[src/rtl/lpg_pkg.sv]
`default_nettype none

package lpg_pkg;

  // Coordinate width; the error term and increments scale with it.
  localparam int COORD_WIDTH    = 9;
  localparam int COLOR_WIDTH    = 24;
  localparam int ERR_WIDTH      = COORD_WIDTH + 3;
  localparam int STRAIGHT_WIDTH = COORD_WIDTH + 2;

  typedef logic [COORD_WIDTH-1:0]           coord_t;
  typedef logic [COLOR_WIDTH-1:0]           color_t;
  typedef logic signed [ERR_WIDTH-1:0]      err_t;
  typedef logic [STRAIGHT_WIDTH-1:0]        straight_t;

  typedef enum logic [0:0] {
    OP_START   = 1'b0,
    OP_ADVANCE = 1'b1
  } op_t;

  typedef struct packed {
    op_t    operation;
    coord_t x_start;
    coord_t y_start;
    coord_t x_end;
    coord_t y_end;
    color_t line_color;
  } req_t;

  typedef struct packed {
    logic   valid_res;
    coord_t pixel_x;
    coord_t pixel_y;
    color_t pixel_color;
    logic   last;
  } res_t;

  // Walking state of one line.
  typedef struct packed {
    logic      steep;
    logic      minor_down;
    coord_t    major_pos;
    coord_t    minor_pos;
    coord_t    major_stop;
    err_t      error_term;
    straight_t inc_straight;
    err_t      inc_diagonal;
  } line_t;

endpackage

`default_nettype wire

[src/rtl/line_pixel_generator.sv]
// Bresenham line rasterizer for all octants, one pixel per request beat.
//
// Request channel (req_valid, req_stall, req): a beat with operation
// OP_START loads two endpoints and a color and yields the first pixel of
// the line. A beat with OP_ADVANCE yields the next pixel; the final pixel
// carries last = 1. An advance with no line in progress yields a result
// beat with valid_res = 0 and all other fields zero. A start abandons any
// line in progress.
// Result channel (res_valid, res_stall, res): exactly one result beat per
// request beat, in order.
// The result of an accepted request beat is registered and shows from the
// next cycle on. Throughput is one beat per cycle while the receiver does
// not stall, set by the single result register; the line setup and the
// error-term step are combinational, ahead of the result and line registers.
// When the receiver stalls, the result register holds its beat and the
// request side stalls in the same cycle; it takes a new beat as soon as
// the held one leaves.
// Reset (rst, synchronous) empties the result register and ends any line.
`default_nettype none

module line_pixel_generator (
  input  var logic          clk,
  input  var logic          rst,
  input  var logic          req_valid,
  output logic              req_stall,
  input  var lpg_pkg::req_t req,
  output logic              res_valid,
  input  var logic          res_stall,
  output lpg_pkg::res_t     res
);

  localparam int EXT_WIDTH = lpg_pkg::ERR_WIDTH - lpg_pkg::STRAIGHT_WIDTH;

  // Line state.
  logic            active;
  lpg_pkg::line_t  line;
  lpg_pkg::color_t held_color;

  lpg_pkg::line_t  setup_line;
  lpg_pkg::line_t  cur;
  lpg_pkg::line_t  line_next;
  lpg_pkg::color_t cur_color;
  lpg_pkg::res_t   res_next;
  logic            accept;
  logic            is_start;
  logic            emit;
  logic            fin;

  lpg_setup u_setup (
    .x_start (req.x_start),
    .y_start (req.y_start),
    .x_end   (req.x_end),
    .y_end   (req.y_end),
    .line    (setup_line)
  );

  // The result register frees up in the cycle its beat is taken.
  assign req_stall = res_valid && res_stall;
  assign accept    = req_valid && !req_stall;
  assign is_start  = req.operation == lpg_pkg::OP_START;

  always_comb begin
    // A start walks from its freshly set-up line; an advance from the held one.
    cur       = is_start ? setup_line : line;
    cur_color = is_start ? req.line_color : held_color;
    emit      = is_start || active;
    fin       = cur.major_pos == cur.major_stop;

    // One Bresenham step after emitting the current pixel.
    line_next = cur;
    if (cur.error_term > 0) begin
      line_next.minor_pos  = cur.minor_down ? cur.minor_pos - lpg_pkg::coord_t'(1)
                                            : cur.minor_pos + lpg_pkg::coord_t'(1);
      line_next.error_term = cur.error_term + cur.inc_diagonal;
    end else begin
      line_next.error_term = cur.error_term
                           + $signed({{EXT_WIDTH{1'b0}}, cur.inc_straight});
    end
    line_next.major_pos = cur.major_pos + lpg_pkg::coord_t'(1);

    res_next = '0;
    if (emit) begin
      res_next.valid_res   = 1'b1;
      res_next.pixel_x     = cur.steep ? cur.minor_pos : cur.major_pos;
      res_next.pixel_y     = cur.steep ? cur.major_pos : cur.minor_pos;
      res_next.pixel_color = cur_color;
      res_next.last        = fin;
    end
  end

  always_ff @(posedge clk) begin
    if (rst) begin
      active    <= 1'b0;
      res_valid <= 1'b0;
    end else begin
      if (accept) begin
        res_valid <= 1'b1;
      end else if (!res_stall) begin
        res_valid <= 1'b0;
      end
      if (accept && emit) begin
        active <= !fin;
      end
    end
  end

  always_ff @(posedge clk) begin
    if (accept) begin
      res <= res_next;
      if (emit) begin
        line <= line_next;
      end
      if (is_start) begin
        held_color <= req.line_color;
      end
    end
  end

`ifndef ASSERT_OFF
  // An advance with no line in progress gives an empty result.
  assert property (@(posedge clk) disable iff (rst)
    accept && req.operation == lpg_pkg::OP_ADVANCE && !active
    |=> res_valid && !res.valid_res && !active)
    else $error("advance without a line did not give an empty result");

  // The first pixel of a line is one of its endpoints.
  assert property (@(posedge clk) disable iff (rst)
    accept && req.operation == lpg_pkg::OP_START
    |=> res.valid_res
        && ((res.pixel_x == $past(req.x_start) && res.pixel_y == $past(req.y_start))
         || (res.pixel_x == $past(req.x_end) && res.pixel_y == $past(req.y_end))))
    else $error("first pixel is not an endpoint");

  // The line ends exactly when its final pixel is emitted.
  assert property (@(posedge clk) disable iff (rst)
    accept && !(req.operation == lpg_pkg::OP_ADVANCE && !active)
    |=> res.last == !active)
    else $error("last flag and line activity disagree");
`endif

endmodule

`default_nettype wire

[src/rtl/lpg_setup.sv]
`default_nettype none

// Turns two endpoints into the initial walking state of a line.
module lpg_setup (
  input  var lpg_pkg::coord_t x_start,
  input  var lpg_pkg::coord_t y_start,
  input  var lpg_pkg::coord_t x_end,
  input  var lpg_pkg::coord_t y_end,
  output lpg_pkg::line_t      line
);

  localparam int EXT_WIDTH = lpg_pkg::ERR_WIDTH - lpg_pkg::COORD_WIDTH;

  lpg_pkg::coord_t adx, ady;
  lpg_pkg::coord_t a_maj, a_min, b_maj, b_min;
  lpg_pkg::coord_t dmaj, dmin;
  logic            steep, swap;
  lpg_pkg::coord_t maj0, min0, maj1, min1;
  lpg_pkg::err_t   dmaj_ext, dmin2_ext, dmaj2_ext;

  always_comb begin
    adx = (x_end > x_start) ? (x_end - x_start) : (x_start - x_end);
    ady = (y_end > y_start) ? (y_end - y_start) : (y_start - y_end);
    // Equal spans, including a single point, take the steep case.
    steep = !(ady < adx);

    a_maj = steep ? y_start : x_start;
    a_min = steep ? x_start : y_start;
    b_maj = steep ? y_end   : x_end;
    b_min = steep ? x_end   : y_end;

    // Order the endpoints so that the major coordinate counts up.
    swap = a_maj > b_maj;
    maj0 = swap ? b_maj : a_maj;
    min0 = swap ? b_min : a_min;
    maj1 = swap ? a_maj : b_maj;
    min1 = swap ? a_min : b_min;

    dmaj = steep ? ady : adx;
    dmin = steep ? adx : ady;

    dmaj_ext  = $signed({{EXT_WIDTH{1'b0}}, dmaj});
    dmaj2_ext = $signed({{(EXT_WIDTH-1){1'b0}}, dmaj, 1'b0});
    dmin2_ext = $signed({{(EXT_WIDTH-1){1'b0}}, dmin, 1'b0});

    line.steep        = steep;
    line.minor_down   = min1 < min0;
    line.major_pos    = maj0;
    line.minor_pos    = min0;
    line.major_stop   = maj1;
    line.error_term   = dmin2_ext - dmaj_ext;
    line.inc_straight = {1'b0, dmin, 1'b0};
    line.inc_diagonal = dmin2_ext - dmaj2_ext;
  end

endmodule

`default_nettype wire
[config.mk]
export PLATFORM = sky130hd
export DESIGN_NAME = line_pixel_generator
export DESIGN_NICKNAME = d
export VERILOG_FILES = /design/src/rtl/lpg_pkg.sv /design/src/rtl/line_pixel_generator.sv /design/src/rtl/lpg_setup.sv
export SDC_FILE = /design/constraint.sdc
export NUM_CORES = 1
export LEC_CHECK = 0
export BUFFER_PORTS_ARGS = -buffer_cell sky130_fd_sc_hd__clkbuf_2
export CORE_MARGIN = 10
export CORE_UTILIZATION = 40
export CTS_CLUSTER_SIZE = 16
export DETAILED_ROUTE_END_ITERATION = 7
export GPL_ROUTABILITY_DRIVEN = 1
export SLEW_MARGIN = 20
export SYNTH_ARGS = -nofsm -noshare
export SYNTH_HDL_FRONTEND = slang
export SYNTH_SLANG_ARGS = --single-unit
[constraint.sdc]
create_clock -name clk -period 11.5 [get_ports clk]
set_input_delay 1.725 -clock clk [delete_from_list [all_inputs] [get_ports clk]]
set_output_delay 1.725 -clock clk [all_outputs]
set_load 0.01 [all_outputs]
# After elaboration in Yosys (flattened, before gate mapping)
# Cells that the tools add are included.
dict set report word_totals {
  regBits 134
  in_bits 65
}
dict set report op_classes {
  addsub 11
  magnitude_cmp 6
  n_eq_ne 2
  mux 22
  bitwise_logic 1
  reduce_logical 8
}
# cell count
set ops {}
lappend ops {{$mux W9} 16}
lappend ops {{$mux W64} 1}
lappend ops {{$mux W44} 1}
lappend ops {{$sub A9 B9 Y9} 4}
lappend ops {{$gt A9 B9 Y1} 3}
lappend ops {{$add A12 B12 Y12} 2}
lappend ops {{$mux W24} 1}
lappend ops {{$add A9 B1 Y9 const B} 2}
lappend ops {{$lt A9 B9 Y1} 2}
lappend ops {{$gt A12 B1 Y1 const B} 1}
lappend ops {{$mux W12} 1}
lappend ops {{$sub A10 B10 Y11} 1}
lappend ops {{$sub A10 B9 Y11} 1}
lappend ops {{$eq A9 B9 Y1} 1}
lappend ops {{$sub A9 B1 Y9 const B} 1}
lappend ops {{$logic_and A1 B1 Y1} 3}
lappend ops {{$logic_not A1 Y1} 3}
lappend ops {{$mux W1} 2}
lappend ops {{$ne A2 B1 Y1 const B} 1}
lappend ops {{$reduce_and A2 Y1} 1}
lappend ops {{$logic_or A1 B1 Y1} 1}
lappend ops {{$not A1 Y1} 1}

# Depth between registers and ports, before layout
dict set report logic_depth {
  word_depth 11
  mapped_depth 50
}

# Cells and area by module
# Synthesis repeated with hierarchy kept, for this count alone.
dict set report hier_totals {
  hier_cells 1117
  area_unflattened_um2 11203.2
}
# mod instances cells_each area_per_inst_um2 seq_area_each_um2
set by_module_without_submodules {}
lappend by_module_without_submodules {line_pixel_generator 1 513 6991.7 4003.8}
lappend by_module_without_submodules {lpg_setup 1 604 4211.5 0.0}

# Worst setup path before layout
# No wires, ideal clock.
dict set report synth_path {
  path_type {input-to-reg}
  startpoint {in req[39] (netlist bit)}
  endpoint {reg line[34] (netlist bit) (data pin)}
  t_arrival_ps 10673
  setup_slack_ps 560
  stages 44
  path_buffers 7
  path_cell_list {inv_1 -> ha_1 -> buf_2 -> a211o_1 -> a21oi_2 -> nand3_2 -> and4_1 -> or3_1 -> and2_1 -> ha_1 -> buf_2 -> a21o_1 -> a21o_1 -> a21o_1 -> nor2_4 -> buf_2 -> buf_2 -> clkbuf_1 -> (+8 left out) -> xnor2_1 -> o21ai_0 -> or4b_1 -> nor4_4 -> a31oi_4 -> buf_6 -> mux2_4 -> ha_1 -> a21oi_1 -> o21ai_0 -> a21oi_1 -> o21bai_1 -> a21oi_1 -> o21ai_0 -> o41ai_1 -> or3_1 -> nor3_1 -> nand4b_1}
}
# element line_no
set synth_lines {}
lappend synth_lines {{start: declaration} line_pixel_generator.sv:26} ;# input var lpg_pkg::req_t req,
lappend synth_lines {{end signal: assignment} line_pixel_generator.sv:111} ;# line <= line_next;
lappend synth_lines {{end: declaration} line_pixel_generator.sv:36} ;# lpg_pkg::line_t line;

==> out/metrics.cfg <==
[synth]
ys_warn_count=0
ys_types=88
yosysTopAreaCell=edfxtp_1
ys_ff_latch=134
syn_area_per_cell_sq_um=9.13
ys_top_cells_by_count=nand2_1, edfxtp_1, ha_1, o21ai_0, nor2_1
synth_top_area_frac=0.351
synthTopCellsByArea=edfxtp_1, ha_1, nand2_1
syn_inst=1237
yosysMostFrequentCell=nand2_1
syn-num-nets=1397
ys.flop_type=edfxtp_1
synth_area_sq_um=11300
seq_area_frac_synth=0.355
synth-edff-count=132
synthArstFlopShare=0

[worst_setup_path]
required_ns=11.66
cp_max_fo=23
cp-start-kind=input pin
arrival_ns=10.89
cp_slowest_stage_delay_ns=0.60
crit_slowest_cell=nor2_1
crit_type=input pin to register
cp_common_cell=ha_1
crit_path_end_kind=register

[clocking]
cts_buffer_depth=2
cts_tree=built
insertion_delay_ns=0.42
clkTransAtPathRegs_ns=0.06
cts-buffers-inserted=17
root_buffer=clkbuf_16
cts_sinks=134
post-cts-setup-buffers=0
htreeDepth=4

[floorplan]
row_count=61
fp.dieArea_sq_um=35300
core-area_sq_um=27800
start_util=0.406
fp.dieH_um=188
top_level_ports=111
die_x_um=188

[pwr]
p_per_area_nw_per_um2=333
vdd_drop_max_v=0.000140
leakagePower_nw=5.49

[sta]
hold_violations=0
period_share=0.933
worstMarginPinSlew_ns=0.911
slew-limit-headroom=0.386
min_period_ns=10.73
skew_ns=0.0207
report.final.slew_viol_count=0
fin_tns_setup_ns=0
grt_setup_unrepaired=false
fmax_ghz=0.0932
setup_viol=0

[layout]
drive_above_1_share=0.192
diodes=0
fin_nets=1504
final_core_util=0.467
fillers=2722
area_growth_pct=14.9

[global_routing]
grt_overflow=0
grt_use_total=0.179
grt_max_degree=77
grt_pass1_vias=9245
grt_pass1_wl_um=51000
antenna_found_initial=0

[routing]
drc=0
routed_via_density=5.60
drtPass1Iterations=7
drt_iter0_markers=723
antenna_left=0
wl_per_cell_um=18.9
drt-total-wl_um=32800
via_count=9720

[placement]
io_buffers=110
dp_hpwl_um=25400
globalplace.congestion=0.912

[run]
drv_cap=0

[run_status]
status=finished clean

[worst_hold_path]
hp-class=register to register

[worst paths after layout]
path	cells after the start	slack, ns	end	start
worst max-delay path	44	0.77	line[52]$_DFFE_PP_	req[25]
worst min-delay path	2	0.53	line[22]$_DFFE_PP_	line[22]$_DFFE_PP_
worst min register to register	2	0.53	line[22]$_DFFE_PP_	line[22]$_DFFE_PP_
worst max register to register	20	6.94	line[34]$_DFFE_PP_	line[24]$_DFFE_PP_
[through the flow]
stage                     hold WS (ns)  cells  setup WS, ns  total power [mW]  area [sq um]
final                            0.532   1735         0.768              4.31         13000
after global routing             0.554   1735         0.129              4.71         13000
after CTS                        0.539   1735         0.632              4.31         13000
after detailed placement         0.521   1703         0.209              3.74         12400
after global placement           0.518   1703         0.284              3.71         12400
after floorplan                  0.499   1237         0.560              2.96         11300
[layout make-up]
| cell class | count | area, sq um | share of cell area |
|---|---|---|---|
| multi-input cells | 960 | 6750 | 0.520 |
| flip-flops and latches | 134 | 4000 | 0.309 |
| repair buffers | 149 | 871 | 0.0671 |
| well taps | 378 | 473 | 0.0365 |
| clock buffers | 17 | 425 | 0.0328 |
| inverters | 82 | 308 | 0.0237 |
| clock inverters | 15 | 144 | 0.0111 |
[cell families (layout without fill, tap and decap cells)]
logic type,after synthesis,after routing,synth area share
multiplexers,58,58,0.0580
AO/OA/AOI/OAI,361,361,0.219
adder cells (fa/ha/maj),95,95,0.110
AND/OR/NAND/NOR,404,404,0.175
flip-flops,134,134,0.355
buffers and inverters,143,263,0.0500
XOR/XNOR,42,42,0.0339
[flip-flops by register name, summed over array words and instances, names as in the netlist]
register,count
line,64
active,1
held_color,24
res_valid,1
res,44
[cell usage in the layout, fill, tap and decap left out, drive strengths merged, types with 10 or more instances in the layout]
cell type	instances
nor2	83
or3	13
buf	40
o21a	14
and3	10
inv	89
xnor2	29
o21ai	93
a21o	33
mux2	44
nor2b	13
nand2	137
a31oi	12
mux2i	14
nand3	24
ha	88
xor2	13
a21oi	77
clkbuf	126
nor3	41
edfxtp	132
o211ai	19
and2	47
a211oi	43
[per-layer routing]
layer / vias up / GRT usage / wire [um]
met2: 242 / 0.297 / 15700
met5: - / 0 / 0
met4: 0 / 0.0446 / 460
met1: 4690 / 0.240 / 15200
met3: 20 / 0.0224 / 1420
li1: 4768 / - / -
[worst max-delay path: cells and delay by family]
kind                       cells  cell delay, ns
and+or+nand+nor               11            2.14
adders and majority gates      5            1.71
AOI/OAI and AO/OA             20            4.07
buffers and inverters          5            0.80
xor gates and xnor gates       3            0.43
[power by group]
part	leakage [nW]	switching, mW	total (mW)	internal, mW
Sequential	1.29	0.0265	0.775	0.748
Combinational	3.92	1.75	3.00	1.25
Clock	0.276	0.235	0.538	0.304
Total	5.49	2.01	4.31	2.30
[repair_timing]
item / 4_1_cts / 5_1_grt
hold endpoints to repair: 0 / 0
resized for setup: 0 / 5
hold buffers: 0 / 0
setup endpoints to repair: 0 / 3
(Power assumes the default switching activity.)
